===== src/rtl/tsd_pkg.sv =====
`timescale 1ns / 1ps
package tsd_pkg;

  localparam int unsigned FrameBytes = 9;
  localparam int unsigned PosWidth   = 4;

  // Byte positions inside the scratchpad frame
  localparam logic [PosWidth-1:0] PosTempLsb  = 4'd0;
  localparam logic [PosWidth-1:0] PosTempMsb  = 4'd1;
  localparam logic [PosWidth-1:0] PosConfig   = 4'd4;
  localparam logic [PosWidth-1:0] PosCountRem = 4'd6;
  localparam logic [PosWidth-1:0] PosCountPer = 4'd7;
  localparam logic [PosWidth-1:0] PosCrc      = PosWidth'(FrameBytes - 1);

  localparam logic [7:0] CrcPoly = 8'h8C;

  localparam logic [7:0] ResMask  = 8'h60;
  localparam logic [7:0] Res9Bit  = 8'h00;
  localparam logic [7:0] Res10Bit = 8'h20;
  localparam logic [7:0] Res11Bit = 8'h40;

  localparam logic [7:0]  CountPerNominal = 8'h10;
  localparam logic [15:0] TempIntMask     = 16'hFFF0;
  localparam logic [15:0] CountBias       = 16'd12;

  // Everything the back end needs to finish one frame
  typedef struct packed {
    logic [7:0] temp_lsb;
    logic [7:0] temp_msb;
    logic [7:0] config_byte;
    logic [7:0] count_remain;
    logic [7:0] count_per_c;
    logic       family;
    logic       crc_good;
  } tsd_cmd_t;

endpackage


===== src/rtl/tsd_intf.sv =====
`timescale 1ns / 1ps
interface tsd_in_if;
  logic       valid;
  logic       ready;
  logic [7:0] rx_byte;
  logic       frame_start;

  modport source (output valid, output rx_byte, output frame_start, input ready);
  modport sink (input valid, input rx_byte, input frame_start, output ready);
endinterface

interface tsd_out_if;
  logic               valid;
  logic               ready;
  logic signed [15:0] temp_sixteenths;
  logic               crc_good;

  modport source (output valid, output temp_sixteenths, output crc_good, input ready);
  modport sink (input valid, input temp_sixteenths, input crc_good, output ready);
endinterface

interface tsd_cfg_if;
  logic valid;
  logic ready;
  logic sensor_family;

  modport source (output valid, output sensor_family, input ready);
  modport sink (input valid, input sensor_family, output ready);
endinterface


===== src/rtl/tsd_fifo.sv =====
`timescale 1ns / 1ps
module tsd_fifo #(
  parameter int unsigned WIDTH = 8,
  parameter int unsigned DEPTH = 2
) (
  input  logic             clk_i,
  input  logic             rst_ni,
  input  logic             push_valid_i,
  output logic             push_ready_o,
  input  logic [WIDTH-1:0] push_data_i,
  output logic             pop_valid_o,
  input  logic             pop_ready_i,
  output logic [WIDTH-1:0] pop_data_o
);

  localparam int unsigned PtrW = (DEPTH > 1) ? $clog2(DEPTH) : 1;
  localparam int unsigned CntW = $clog2(DEPTH + 1);
  localparam logic [PtrW-1:0] LastPtr = PtrW'(DEPTH - 1);
  localparam logic [CntW-1:0] Full    = CntW'(DEPTH);

  logic [WIDTH-1:0] mem_q [DEPTH];
  logic [PtrW-1:0]  wr_ptr_q, wr_ptr_d;
  logic [PtrW-1:0]  rd_ptr_q, rd_ptr_d;
  logic [CntW-1:0]  count_q, count_d;
  logic             push, pop;

  assign push_ready_o = (count_q != Full);
  assign pop_valid_o  = (count_q != '0);
  assign pop_data_o   = mem_q[rd_ptr_q];
  assign push = push_valid_i && push_ready_o;
  assign pop  = pop_valid_o && pop_ready_i;

  always_comb begin
    wr_ptr_d = wr_ptr_q;
    rd_ptr_d = rd_ptr_q;
    count_d  = count_q;
    if (push) begin
      wr_ptr_d = (wr_ptr_q == LastPtr) ? '0 : wr_ptr_q + 1'b1;
    end
    if (pop) begin
      rd_ptr_d = (rd_ptr_q == LastPtr) ? '0 : rd_ptr_q + 1'b1;
    end
    if (push && !pop) begin
      count_d = count_q + 1'b1;
    end else if (pop && !push) begin
      count_d = count_q - 1'b1;
    end
  end

  always_ff @(posedge clk_i or negedge rst_ni) begin
    if (!rst_ni) begin
      wr_ptr_q <= '0;
      rd_ptr_q <= '0;
      count_q  <= '0;
    end else begin
      wr_ptr_q <= wr_ptr_d;
      rd_ptr_q <= rd_ptr_d;
      count_q  <= count_d;
    end
  end

  always_ff @(posedge clk_i) begin
    if (push) begin
      mem_q[wr_ptr_q] <= push_data_i;
    end
  end

endmodule


===== src/rtl/tsd_front.sv =====
`timescale 1ns / 1ps
module tsd_front (
  input  logic              clk_i,
  input  logic              rst_ni,
  tsd_in_if.sink            in_i,
  tsd_cfg_if.sink           cfg_i,
  output logic              cmd_valid_o,
  input  logic              cmd_ready_i,
  output tsd_pkg::tsd_cmd_t cmd_o
);
  import tsd_pkg::*;

  logic [PosWidth-1:0] pos_q, pos_d, pos_eff;
  logic [7:0]          crc_q, crc_d, crc_eff, crc_next;
  logic                family_q;
  logic [7:0]          lsb_q, msb_q, cfgb_q, crem_q, cper_q;
  logic                accept, last_byte;

  function automatic logic [7:0] crc_step(input logic [7:0] crc, input logic [7:0] b);
    logic [7:0] c;
    c = crc ^ b;
    for (int k = 0; k < 8; k++) begin
      c = c[0] ? ((c >> 1) ^ CrcPoly) : (c >> 1);
    end
    return c;
  endfunction

  assign cfg_i.ready = 1'b1;

  // Only a byte that arrives while the position is at the check byte needs room in the queue
  assign in_i.ready = cmd_ready_i || (pos_q < PosCrc);
  assign accept     = in_i.valid && in_i.ready;

  assign pos_eff   = in_i.frame_start ? '0 : pos_q;
  assign crc_eff   = in_i.frame_start ? '0 : crc_q;
  assign last_byte = (pos_eff >= PosCrc);
  assign crc_next  = crc_step(crc_eff, in_i.rx_byte);

  assign cmd_valid_o        = accept && last_byte;
  assign cmd_o.temp_lsb     = lsb_q;
  assign cmd_o.temp_msb     = msb_q;
  assign cmd_o.config_byte  = cfgb_q;
  assign cmd_o.count_remain = crem_q;
  assign cmd_o.count_per_c  = cper_q;
  assign cmd_o.family       = family_q;
  assign cmd_o.crc_good     = (crc_eff == in_i.rx_byte);

  always_comb begin
    pos_d = pos_q;
    crc_d = crc_q;
    if (accept) begin
      if (last_byte) begin
        pos_d = '0;
        crc_d = '0;
      end else begin
        pos_d = pos_eff + 1'b1;
        crc_d = crc_next;
      end
    end
  end

  always_ff @(posedge clk_i or negedge rst_ni) begin
    if (!rst_ni) begin
      pos_q    <= '0;
      crc_q    <= '0;
      family_q <= 1'b0;
    end else begin
      pos_q <= pos_d;
      crc_q <= crc_d;
      if (cfg_i.valid && cfg_i.ready) begin
        family_q <= cfg_i.sensor_family;
      end
    end
  end

  always_ff @(posedge clk_i) begin
    if (accept) begin
      case (pos_eff)
        PosTempLsb:  lsb_q  <= in_i.rx_byte;
        PosTempMsb:  msb_q  <= in_i.rx_byte;
        PosConfig:   cfgb_q <= in_i.rx_byte;
        PosCountRem: crem_q <= in_i.rx_byte;
        PosCountPer: cper_q <= in_i.rx_byte;
        default: ;
      endcase
    end
  end

endmodule


===== src/rtl/tsd_back.sv =====
`timescale 1ns / 1ps
module tsd_back (
  input  logic              clk_i,
  input  logic              rst_ni,
  input  logic              cmd_valid_i,
  output logic              cmd_ready_o,
  input  tsd_pkg::tsd_cmd_t cmd_i,
  tsd_out_if.source         out_o
);
  import tsd_pkg::*;

  logic        out_valid_q;
  logic [15:0] temp_q, temp_d;
  logic        crc_q;
  logic [15:0] raw, shifted;
  logic [7:0]  res;

  assign cmd_ready_o = !out_valid_q || out_o.ready;

  always_comb begin
    raw     = {cmd_i.temp_msb, cmd_i.temp_lsb};
    shifted = raw << 3;
    res     = cmd_i.config_byte & ResMask;
    temp_d  = raw;
    if (cmd_i.family) begin
      temp_d = shifted;
      if (cmd_i.count_per_c == CountPerNominal) begin
        // integer part plus three quarters of a degree, less the remaining count
        temp_d = (shifted & TempIntMask) + CountBias - {8'h00, cmd_i.count_remain};
      end
    end else begin
      case (res)
        Res9Bit:  temp_d = raw & 16'hFFF8;
        Res10Bit: temp_d = raw & 16'hFFFC;
        Res11Bit: temp_d = raw & 16'hFFFE;
        default:  temp_d = raw;
      endcase
    end
  end

  always_ff @(posedge clk_i or negedge rst_ni) begin
    if (!rst_ni) begin
      out_valid_q <= 1'b0;
    end else if (cmd_ready_o) begin
      out_valid_q <= cmd_valid_i;
    end
  end

  always_ff @(posedge clk_i) begin
    if (cmd_valid_i && cmd_ready_o) begin
      temp_q <= temp_d;
      crc_q  <= cmd_i.crc_good;
    end
  end

  assign out_o.valid           = out_valid_q;
  assign out_o.temp_sixteenths = temp_q;
  assign out_o.crc_good        = crc_q;

endmodule


===== src/rtl/temp_scratchpad_decoder.sv =====
`timescale 1ns / 1ps
// Channel   Dir  Payload                              Notes
// in_i      in   rx_byte[7:0], frame_start            one scratchpad byte per item
// out_o     out  temp_sixteenths[15:0] s, crc_good    one item per nine bytes
// cfg_i     in   sensor_family                        write only while idle
//
// Takes one byte per cycle unless the queue is full at a check byte; the front end's CRC update sets the cycle time.
// The ninth byte's command is written into the queue, then registered at the back end's output.
// Reset clears byte position, CRC, queue, output valid and the family register.
// An output stall fills the command queue; only bytes at the check-byte position then wait for room.
module temp_scratchpad_decoder #(
  parameter int unsigned QUEUE_DEPTH = 2
) (
  input  logic      clk_i,
  input  logic      rst_ni,
  tsd_in_if.sink    in_i,
  tsd_cfg_if.sink   cfg_i,
  tsd_out_if.source out_o
);
  import tsd_pkg::*;

  logic     fr_valid, fr_ready;
  tsd_cmd_t fr_cmd;
  logic     bk_valid, bk_ready;
  tsd_cmd_t bk_cmd;

  tsd_front u_front (
    .clk_i       (clk_i),
    .rst_ni      (rst_ni),
    .in_i        (in_i),
    .cfg_i       (cfg_i),
    .cmd_valid_o (fr_valid),
    .cmd_ready_i (fr_ready),
    .cmd_o       (fr_cmd)
  );

  tsd_fifo #(
    .WIDTH ($bits(tsd_cmd_t)),
    .DEPTH (QUEUE_DEPTH)
  ) u_queue (
    .clk_i        (clk_i),
    .rst_ni       (rst_ni),
    .push_valid_i (fr_valid),
    .push_ready_o (fr_ready),
    .push_data_i  (fr_cmd),
    .pop_valid_o  (bk_valid),
    .pop_ready_i  (bk_ready),
    .pop_data_o   (bk_cmd)
  );

  tsd_back u_back (
    .clk_i       (clk_i),
    .rst_ni      (rst_ni),
    .cmd_valid_i (bk_valid),
    .cmd_ready_o (bk_ready),
    .cmd_i       (bk_cmd),
    .out_o       (out_o)
  );

endmodule


===== src/flat_wrapper.sv =====
// flat-port wrapper written by rule: the top's interface ports become plain ports
module temp_scratchpad_decoder_flat import tsd_pkg::*;
#(
  parameter int unsigned QUEUE_DEPTH = 2
)
  (clk_i, rst_ni, in_i_valid, in_i_rx_byte, in_i_frame_start, in_i_ready, cfg_i_valid, cfg_i_sensor_family, cfg_i_ready, out_o_valid, out_o_temp_sixteenths, out_o_crc_good, out_o_ready);
  tsd_in_if in_i_i ();
  tsd_cfg_if cfg_i_i ();
  tsd_out_if out_o_i ();
  input  logic clk_i;
  input  logic rst_ni;
  input wire logic [$bits(in_i_i.valid)-1:0] in_i_valid;
  input wire logic [$bits(in_i_i.rx_byte)-1:0] in_i_rx_byte;
  input wire logic [$bits(in_i_i.frame_start)-1:0] in_i_frame_start;
  output wire logic [$bits(in_i_i.ready)-1:0] in_i_ready;
  input wire logic [$bits(cfg_i_i.valid)-1:0] cfg_i_valid;
  input wire logic [$bits(cfg_i_i.sensor_family)-1:0] cfg_i_sensor_family;
  output wire logic [$bits(cfg_i_i.ready)-1:0] cfg_i_ready;
  output wire logic [$bits(out_o_i.valid)-1:0] out_o_valid;
  output wire logic [$bits(out_o_i.temp_sixteenths)-1:0] out_o_temp_sixteenths;
  output wire logic [$bits(out_o_i.crc_good)-1:0] out_o_crc_good;
  input wire logic [$bits(out_o_i.ready)-1:0] out_o_ready;
  assign in_i_i.valid = in_i_valid;
  assign in_i_i.rx_byte = in_i_rx_byte;
  assign in_i_i.frame_start = in_i_frame_start;
  assign in_i_ready = in_i_i.ready;
  assign cfg_i_i.valid = cfg_i_valid;
  assign cfg_i_i.sensor_family = cfg_i_sensor_family;
  assign cfg_i_ready = cfg_i_i.ready;
  assign out_o_valid = out_o_i.valid;
  assign out_o_temp_sixteenths = out_o_i.temp_sixteenths;
  assign out_o_crc_good = out_o_i.crc_good;
  assign out_o_i.ready = out_o_ready;
  temp_scratchpad_decoder #(.QUEUE_DEPTH(QUEUE_DEPTH)) u_core (.clk_i(clk_i), .rst_ni(rst_ni), .in_i(in_i_i), .cfg_i(cfg_i_i), .out_o(out_o_i));
endmodule

===== config.mk =====
export PLATFORM = sky130hd
export DESIGN_NAME = temp_scratchpad_decoder_flat
export DESIGN_NICKNAME = d
export VERILOG_FILES = /design/src/rtl/tsd_pkg.sv /design/src/rtl/tsd_intf.sv /design/src/rtl/tsd_fifo.sv /design/src/rtl/tsd_front.sv /design/src/rtl/tsd_back.sv /design/src/rtl/temp_scratchpad_decoder.sv /design/src/flat_wrapper.sv
export SDC_FILE = /design/constraint.sdc
export NUM_CORES = 1
export LEC_CHECK = 0
export BUFFER_PORTS_ARGS = -buffer_cell sky130_fd_sc_hd__buf_2
export CORE_MARGIN = 3
export CORE_UTILIZATION = 27
export CTS_CLUSTER_SIZE = 20
export DETAILED_ROUTE_END_ITERATION = 8
export HOLD_SLACK_MARGIN = 0.05
export PLACE_DENSITY_LB_ADDON = 0.3
export SLEW_MARGIN = 20
export SYNTH_ARGS = -nofsm -noshare
export SYNTH_HDL_FRONTEND = slang
export SYNTH_SLANG_ARGS = --single-unit

===== constraint.sdc =====
create_clock -name clk_i -period 3.5 [get_ports clk_i]
set_clock_uncertainty 0.1 [all_clocks]
set_input_delay 1.05 -clock clk_i [delete_from_list [all_inputs] [get_ports clk_i]]
set_output_delay 1.05 -clock clk_i [all_outputs]
set_load 0.02 [all_outputs]

======== After elaboration in Yosys (flattened, before gate mapping) ========
Memories as Yosys holds them, arrays and structs flattened.
Cells that the tools add are included.
W data, S select, Z words.
word-level totals
  output and inout port bits .............. 20
  memory bits (writable) .................. 84
  memories ................................ 1
  flip-flop bits (word level) ............. 75
  logic and storage cells ................. 83
  bits of input ports ..................... 15
memory list
  memory                words  bits a word  rd ports  clocked after memory_dff  wr ports  line            text
  u_core.u_queue.mem_q  2      42           1         0                         1         tsd_fifo.sv:21  logic [WIDTH-1:0] mem_q [DEPTH];
operators by class
  eq/ne operators ......................... 9
  muxes and demuxes ....................... 21
  reductions and logical operators ........ 20
  order comparisons ....................... 2
  bitwise gates (word level) .............. 9
  add/sub/neg operators ................... 7
operators by type and width
  kind                     number
  $mux W8                  10
  $mux W16                 2
  $not A2 Y3               8
  $add A16 B4 Y16 const B  1
  $sub A16 B8 Y16          1
  $eq A4 B3 Y1 const B     3
  $reduce_and A2 Y1        5
  $pmux W3 S3              1
  $eq A8 B5 Y1 const B     1
  $eq A8 B8 Y1             1
  $logic_not A8 Y1         1
  $mux W4                  2
  $xor A8 B8 Y8            1
  $logic_and A1 B1 Y1      6
  $add A4 B1 Y4 const B    1
  $eq A4 B1 Y1 const B     1
  $ge A4 B4 Y1 const B     1
  $logic_not A4 Y1         1
  $lt A4 B4 Y1 const B     1
  $mux W1                  4
  $mux W2                  2
  $reduce_bool A2 Y1       2
  $logic_not A1 Y1         3
  $add A1 B1 Y1 const B    2
  other kinds (6)          7

======== Depth between registers and ports, before layout ========
Gate-level depths: netlist of the first run.
  depth in word-level cells ............... 19
  gate-level depth with buffers ........... 14
  mapped depth without buffers ............ 9

======== Cells and area by module ========
Synthesis of the first run repeated with hierarchy kept, for this count alone.
second synthesis, totals
  cell total of the unflattened synthesis .. 475
  area, all modules ....................... 7,151.9 um2
by module, submodules not included
  module     cells each  instances  seq. area each (um2)  area each (um2)
  tsd_fifo   149         1          2,622.5               3,427.0
  tsd_front  172         1          1,526.5               2,302.2
  tsd_back   154         1          535.5                 1,422.6

======== Worst setup path after synthesis of the first run ========
Ideal clock, no wire load.
  kind .................................... input to register
  from .................................... in in_i_frame_start
  to ...................................... mem u_core.u_queue.mem_q[0][0] in the netlist's numbering (enable)
  stages .................................. 3
  required time ........................... 2.926 ns
  setup time .............................. 0.474 ns
  buffers on the path ..................... 1
  slack ................................... -1.004 ns
  data arrival time ....................... 3.930 ns
  path through ............................ buf_2 -> nand2b_1 -> nor3_1
on the way
  cells in the longest elaborated chain, start to end .. 6
RTL lines
  element                        line                text
  start, declared                flat_wrapper.sv:14  input wire logic [$bits(in_i_i.frame_start)-1:0] in_i_frame_start;
  $mux W4                        tsd_front.sv:34     assign pos_eff = in_i.frame_start ? '0 : pos_q;
  $ge A4 B4 Y1                   tsd_front.sv:36     assign last_byte = (pos_eff >= PosCrc);
  $logic_and A1 B1 Y1            tsd_front.sv:39     assign cmd_valid_o = accept && last_byte;
  $logic_and A1 B1 Y1            tsd_fifo.sv:30      assign push = push_valid_i && push_ready_o;
  $mux W1                        tsd_fifo.sv:63      if (push) begin
  $mux W1 (implied by the code)  tsd_fifo.sv:64      mem_q[wr_ptr_q] <= push_data_i;
  end, declared                  tsd_fifo.sv:21
Every way passes these cells.

======== Final worst setup path of the first run ========
  from .................................... reg u_core.u_queue.rd_ptr_q
  to ...................................... reg u_core.u_back.temp_q[12], in the netlist u_core.u_back.out_o.temp_sixteenths[12], data pin
on the way
  cells in the longest elaborated chain, start to end .. 5
  elaborated cells between the ends (all ways) .. 6
  those cells by class .................... add/sub (2); eq/ne (1); mux (2); memory (1)
RTL lines
  element                       line            text
  start, declared               tsd_fifo.sv:23  logic [PtrW-1:0] rd_ptr_q, rd_ptr_d;
  start signal, assigned        tsd_fifo.sv:57  rd_ptr_q <= rd_ptr_d;
  $mem_v2 Z2 W42 (*)            --
  $add A16 B4 Y16               tsd_back.sv:29  temp_d = (shifted & TempIntMask) + CountBias - {8'h00, cmd_i.count_remain};
  $sub A16 B8 Y16               tsd_back.sv:29
  $mux W16                      tsd_back.sv:27  if (cmd_i.count_per_c == CountPerNominal) begin
  $mux W16 (*)                  tsd_back.sv:25  if (cmd_i.family) begin
  via u_core.u_back.temp_d[12]  tsd_back.sv:13  logic [15:0] temp_q, temp_d;
  end signal, assigned          tsd_back.sv:51  temp_q <= temp_d;
  end, declared                 tsd_back.sv:13
Mark *: on every way through the listed nets, which the timed path passes. The rest lies on a longest branch.
A chain may end at the register's enable or synchronous reset.

==> results.toml, run 1 <==
[setup_path]
worstReg2RegStart = "u_core.u_queue.rd_ptr_q"
reg2reg_setup_slack_ps = 370
worst-path-buf-inv = 1
startpoint_type = "flip-flop"
cp_cell_sequence = "buf_4, mux2i_1, ha_1, and3_1, a2111o_1, or3_1, a21oi_1, a21oi_1"
timing.critical_path.fanout_max = 22
path_delay_family = "flip-flops"
critical_path_depth = 8
worstRegToRegCells = 8
crit_required_ps = 3560
endpoint_kind = "flip-flop"
crit_arrival_ps = 3190
slowest_delay_ps = 630
startpoint = "u_core.u_queue.rd_ptr_q"
path_common_cell = "a21oi_1"
critPathKind = "flip-flop to flip-flop"
critPathCapture = "u_core.u_back.out_o.temp_sixteenths[12]"
cp_slowest_cell = "dfrtp_2"
r2r_end = "u_core.u_back.out_o.temp_sixteenths[12]"

[grt]
grt_max_degree = 37
grt_pass1_vias = 3468
antenna_found_initial = 0
grt_first_pass_wirelength_um = 18800
track_usage_pct = 10.3
overflow = 0

[clock_network]
ctsLongestPathBuffers = 2
htree_levels = 4
clkLatencyLatePin_ps = 420
ctsHoldBuffers = 0
clkTransAtPathRegs_ps = 60
numCtsBuffers = 17
post_cts_buffers = 0
cts-root-buf = "clkbuf_16"
clock_sinks = 141
cts_tree = "done"
cts_resized = 0

[synth]
yosys-top-cells-area = "edfxtp_1, dfrtp_1, xnor2_1, mux2i_1, mux2_2"
syn_area_um2 = 5930
ys_seq_elements = 141
synth_top_area_share_pct = 62.3
synth_edf_count = 123
yosysMostFrequentCell = "edfxtp_1"
synth.largest_area_cell = "edfxtp_1"
async_flop_share_pct = 12.8
synth_ff_type = "edfxtp_1"
syn_area_per_cell_um2 = 14.4
synth.distinct_cells = 47
synthCells = 412
ys_seq_area_share_pct = 69.9
synthTopCellsByCount = "edfxtp_1, nor2_1, xnor2_1"
synth_nets = 437
yosysWarningCount = 0

[detailed_routing]
routed_wl_um = 11500
wl_per_cell_um = 15.4
antenna_left = 0
first_pass_iters = 4
viasPerCell = 4.44
drtIter0Drc = 193
vias = 3308
drc_errors = 0

[power]
leakage_nw = 2.45
p_seq_share_pct = 41.5
p_comb_share_pct = 23.7
p_switching_mw = 1.54
cellPowerDensity_nw_per_um2 = 739
swShare_pct = 29.6
p_int_mw = 3.67
ir_drop_mv = 0.351
power_frac_clock_pct = 34.8

[die]
fp.dieH_um = 154
ioPinCount = 35
start_util_pct = 27.9
die_area_um2 = 23800
die_x_um = 154
core-area_um2 = 21300
num_rows = 53

[timing]
fin_crit_sh_pct = 89.4
whs_ps = 340
tightest_slew_ps = 667
final-setup-viol-count = 0
min_period_ps = 3130
final_max_slew_viol_count = 0
tns_ps = 0
rsz0062_at_grt = "false"
max_freq_mhz = 320
relSlewSlack_pct = 55.4
final_hold_viol_count = 0

[finish]
fin_area_um2 = 7060
area_growth_pct = 19.0
stdcell_count = 745
nNetsFinal = 482
fillers = 2058
seq_area_um2 = 4150
final_core_util_pct = 33.1
layout-drive-gt1-share_pct = 19.1
multi_input_area_um2 = 1690
antenna_cells = 0

[job]
maxCapViolCount = 0

[min_path]
min_path_type = "flip-flop to flip-flop"
min_path_cells = 0

[place]
port_buffers = 33
gp_congestion = 0.821
placed_area_um2 = 6450
dp_cells = 713
dp.final_hpwl_um = 7840

[run_status]
status = "finished, final reports clean"
routing by layer:
metal	up-vias	global-route usage, %	part of all wire [%]
met5	-	0	0
met4	0	3.07	0.56
met3	7	3.64	4.4
met2	73	15.9	48
met1	1605	13.6	47
li1	1623	-	-
sequential cells by signal (all words and copies together) (netlist names):
| signal | count |
|---|---|
| u_core.u_queue.mem_q | 72 |
| u_core.u_back.out_o.temp_sixteenths | 16 |
| u_core.u_front.cper_q | 8 |
| u_core.u_front.crc_q | 8 |
| u_core.u_front.crem_q | 8 |
| u_core.u_front.lsb_q | 8 |
| u_core.u_front.msb_q | 8 |
| u_core.u_front.pos_q | 4 |
| u_core.u_front.cfgb_q | 2 |
| u_core.u_queue.count_q | 2 |
| u_core.u_back.out_o.crc_good | 1 |
| u_core.u_back.out_o.valid | 1 |
| u_core.u_front.family_q | 1 |
| u_core.u_queue.rd_ptr_q | 1 |
| u_core.u_queue.wr_ptr_q | 1 |
cell usage in the layout, fill, tap and decap left out, types with 11 or more instances in the layout:
| cell type | netlist | final |
|---|---|---|
| nand2_1 | 21 | 21 |
| a21oi_1 | 20 | 20 |
| xnor2_1 | 28 | 28 |
| nor2_1 | 32 | 32 |
| edfxtp_1 | 123 | 123 |
| o21ai_0 | 19 | 19 |
| mux2i_1 | 16 | 16 |
| dfrtp_1 | 18 | 17 |
| buf_2 | 5 | 33 |
| clkbuf_16 | 0 | 17 |
| nor3_1 | 12 | 11 |
| mux2_2 | 12 | 12 |
through the flow:
stage / total power, mW / setup WS [ps]
floorplan: 3.14 / 28.3
global placement: 3.41 / 419
detailed placement: 3.44 / 367
CTS: 5.27 / 349
global route: 5.51 / 187
finish: 5.21 / 371
worst register-to-register path, stage by stage, from the launching register on:
cell	delay (ps)
dfrtp_2	630
buf_4	370
mux2i_1	260
ha_1	290
and3_1	210
a2111o_1	430
or3_1	390
a21oi_1	150
a21oi_1	50
area by class of cell:
class	count	share of cell area, %
multi-input cells	247	24.0
inverters	9	0.479
flip-flops and latches	141	58.8
well taps	275	4.88
clock inverters	13	2.15
clock buffers	19	6.42
repair buffers	41	3.37
worst min-delay path by stage:
stage,from,endpoint,slack [ps]
final,u_core.u_front.lsb_q[0],u_core.u_queue.mem_q[0][34],340
after global routing,u_core.u_front.cper_q[7],u_core.u_queue.mem_q[0][9],350
after CTS,u_core.u_front.lsb_q[0],u_core.u_queue.mem_q[0][34],330
after detailed placement,u_core.u_front.lsb_q[0],u_core.u_queue.mem_q[0][34],330
after global placement,u_core.u_front.crem_q[6],u_core.u_queue.mem_q[0][16],320
after floorplan,u_core.u_front.crem_q[0],u_core.u_queue.mem_q[0][10],320
cells by family (layout without fill, tap and decap cells):
| kind of cell | after synthesis | count (layout) | synth area share [%] |
|---|---|---|---|
| flops | 141 | 141 | 69.9 |
| buf+inv | 24 | 82 | 1.81 |
| simple gates | 108 | 108 | 9.01 |
| xor+xnor | 36 | 36 | 5.44 |
| mux | 28 | 28 | 4.98 |
| other cells | 1 | 1 | 0.0632 |
| fa+ha+maj | 10 | 10 | 2.11 |
| compound gates | 64 | 64 | 6.71 |
power groups by stage:
| stage | sequential, mW | combinational (mW) | clock [mW] |
|---|---|---|---|
| 2_1_floorplan | 2.25 | 0.893 | 0 |
| 3_3_place_gp | 2.19 | 1.22 | 0 |
| 3_5_place_dp | 2.20 | 1.24 | 0 |
| 4_1_cts | 2.17 | 1.25 | 1.86 |
| 5_1_grt | 2.19 | 1.37 | 1.94 |
| 6_report | 2.17 | 1.23 | 1.81 |
(Power assumes the default switching activity.)
==> inputs of run 2 (changes only) <==
--- a/config.mk
+++ b/config.mk
@@ -7,7 +7,8 @@
 export LEC_CHECK = 0
 export BUFFER_PORTS_ARGS = -buffer_cell sky130_fd_sc_hd__buf_2
 export CORE_MARGIN = 3
-export CORE_UTILIZATION = 27
+export CORE_UTILIZATION = 50
+export CTS_BUF_LIST = sky130_fd_sc_hd__clkbuf_16
 export CTS_CLUSTER_SIZE = 20
 export DETAILED_ROUTE_END_ITERATION = 8
 export HOLD_SLACK_MARGIN = 0.05
==> results.toml, run 2 (synthesis results as in run 1) <==
[grt]
grt_max_degree = 37
grt_pass1_vias = 3297
grt_first_pass_wirelength_um = 16800
track_usage_pct = 17.1
overflow = 0
antenna_found_initial = 0

[timing]
min_period_ps = 3170
max_freq_mhz = 316
final.setup.worst_slack_ps = 334
fin_crit_sh_pct = 90.4
rsz0062_at_grt = "false"
final_hold_viol_count = 0
final-setup-viol-count = 0
final_max_slew_viol_count = 0
relSlewSlack_pct = 48.5
tns_ps = 0
tightest_slew_ps = 772

[clock_network]
ctsLongestPathBuffers = 2
cts_resized = 0
clkLatencyLatePin_ps = 420
htree_levels = 4
clkTransAtPathRegs_ps = 60
post_cts_buffers = 0
ctsHoldBuffers = 0
numCtsBuffers = 17
cts_tree = "done"
cts-root-buf = "clkbuf_16"
clock_sinks = 141

[finish]
largest_reg_flops = 72
largest-register = "u_core.u_queue.mem_q"
layout-drive-gt1-share_pct = 18.6
fillers = 838
nNetsFinal = 481
multi_input_area_um2 = 1690
layout_commonest_cell = "edfxtp_1"
seq_area_um2 = 4150
antenna_cells = 0
layout_common_cells = "edfxtp_1, buf_2, nor2_1"
area_growth_pct = 15.5

[place]
dp.final_hpwl_um = 7030
port_buffers = 33
gp_congestion = 0.951
pre_cts_slack_ps = 388

[detailed_routing]
wl_per_cell_um = 17.4
first_pass_iters = 6
routed_wl_um = 10700
antenna_left = 0
vias = 3327
drc_errors = 0
drtIter0Drc = 251
viasPerCell = 5.44

[die]
die_x_um = 115
die_area_um2 = 13200
start_util_pct = 51.5
num_rows = 39
fp.dieH_um = 115
core-area_um2 = 11500
ioPinCount = 35

[job]
maxCapViolCount = 0

[setup_path]
crit_arrival_ps = 3220
endpoint_kind = "flip-flop"
critPathKind = "flip-flop to flip-flop"
startpoint_type = "flip-flop"
timing.critical_path.fanout_max = 23
crit_required_ps = 3550

[power]
ir_drop_mv = 0.545
total_power_mw = 5.11
cellPowerDensity_nw_per_um2 = 745
leakage_nw = 2.44

[min_path]
min_path_type = "flip-flop to flip-flop"

[run_status]
status = "finished, final reports clean"
## run 2: changes by cell type in the layout (fill, tap and decap cells not counted)
cell / previous run / this run
buf_4: 7 / 6
clkbuf_8: 2 / 0
clkinv_2: 0 / 2
clkinv_4: 1 / 2
inv_1: 9 / 11
inv_6: 6 / 4
inv_8: 1 / 0
## run 2: area by class of cell
cell class | count | area share [%]
sequential | 141 | 60.5
tap | 143 | 2.61
clock inverter | 15 | 2.17
multi-input combinational | 247 | 24.7
timing repair buffer | 40 | 3.36
clock buffer | 17 | 6.21
inverter | 9 | 0.493
## run 2: critical path, stage by stage (launching register included)
cell and delay, ps:
dfrtp_2 620, buf_4 360, mux2i_1 250, ha_1 300, and3_1 220, a2111o_1 430
or3_1 400, a21oi_1 170, a21oi_1 60
## run 2: path summary, 6_finish.rpt
path	slack (ps)	from	cells after the start	endpoint
max in group asynchronous	2460	rst_ni	1	u_core.u_queue.rd_ptr_q
min in group asynchronous	480	rst_ni	1	u_core.u_front.crc_q[6]
setup reg to reg	330	u_core.u_queue.rd_ptr_q	8	u_core.u_back.out_o.temp_sixteenths[12]
hold / removal	350	u_core.u_front.lsb_q[0]	0	u_core.u_queue.mem_q[1][34]
hold reg to reg	350	u_core.u_front.lsb_q[0]	0	u_core.u_queue.mem_q[1][34]
setup / recovery	330	u_core.u_queue.rd_ptr_q	8	u_core.u_back.out_o.temp_sixteenths[12]
## run 2: where the power goes
part	switching (mW)	leakage (nW)	internal (mW)	total [mW]
logic	0.711	0.813	0.526	1.24
clock network	0.663	0.284	1.05	1.71
registers	0.120	1.34	2.04	2.16
## run 2: metal layers
metal  up-vias  part of all wire (%)  track usage (%)
met5         -                     0                0
met4         0                   1.7             7.51
met3        17                   6.0             4.26
met2       101                    48             27.1
met1      1589                    45             22.7
li1       1620                     -                -
## run 2: stage by stage
step	utilization, %	std cells	hold WS (ps)	instance area [µm²]
2_1_floorplan	-	412	321	5940
3_3_place_gp	54.5	580	322	6280
3_5_place_dp	54.5	580	336	6280
4_1_cts	59.5	612	349	6850
5_1_grt	59.5	612	353	6850
6_report	59.5	612	350	6850
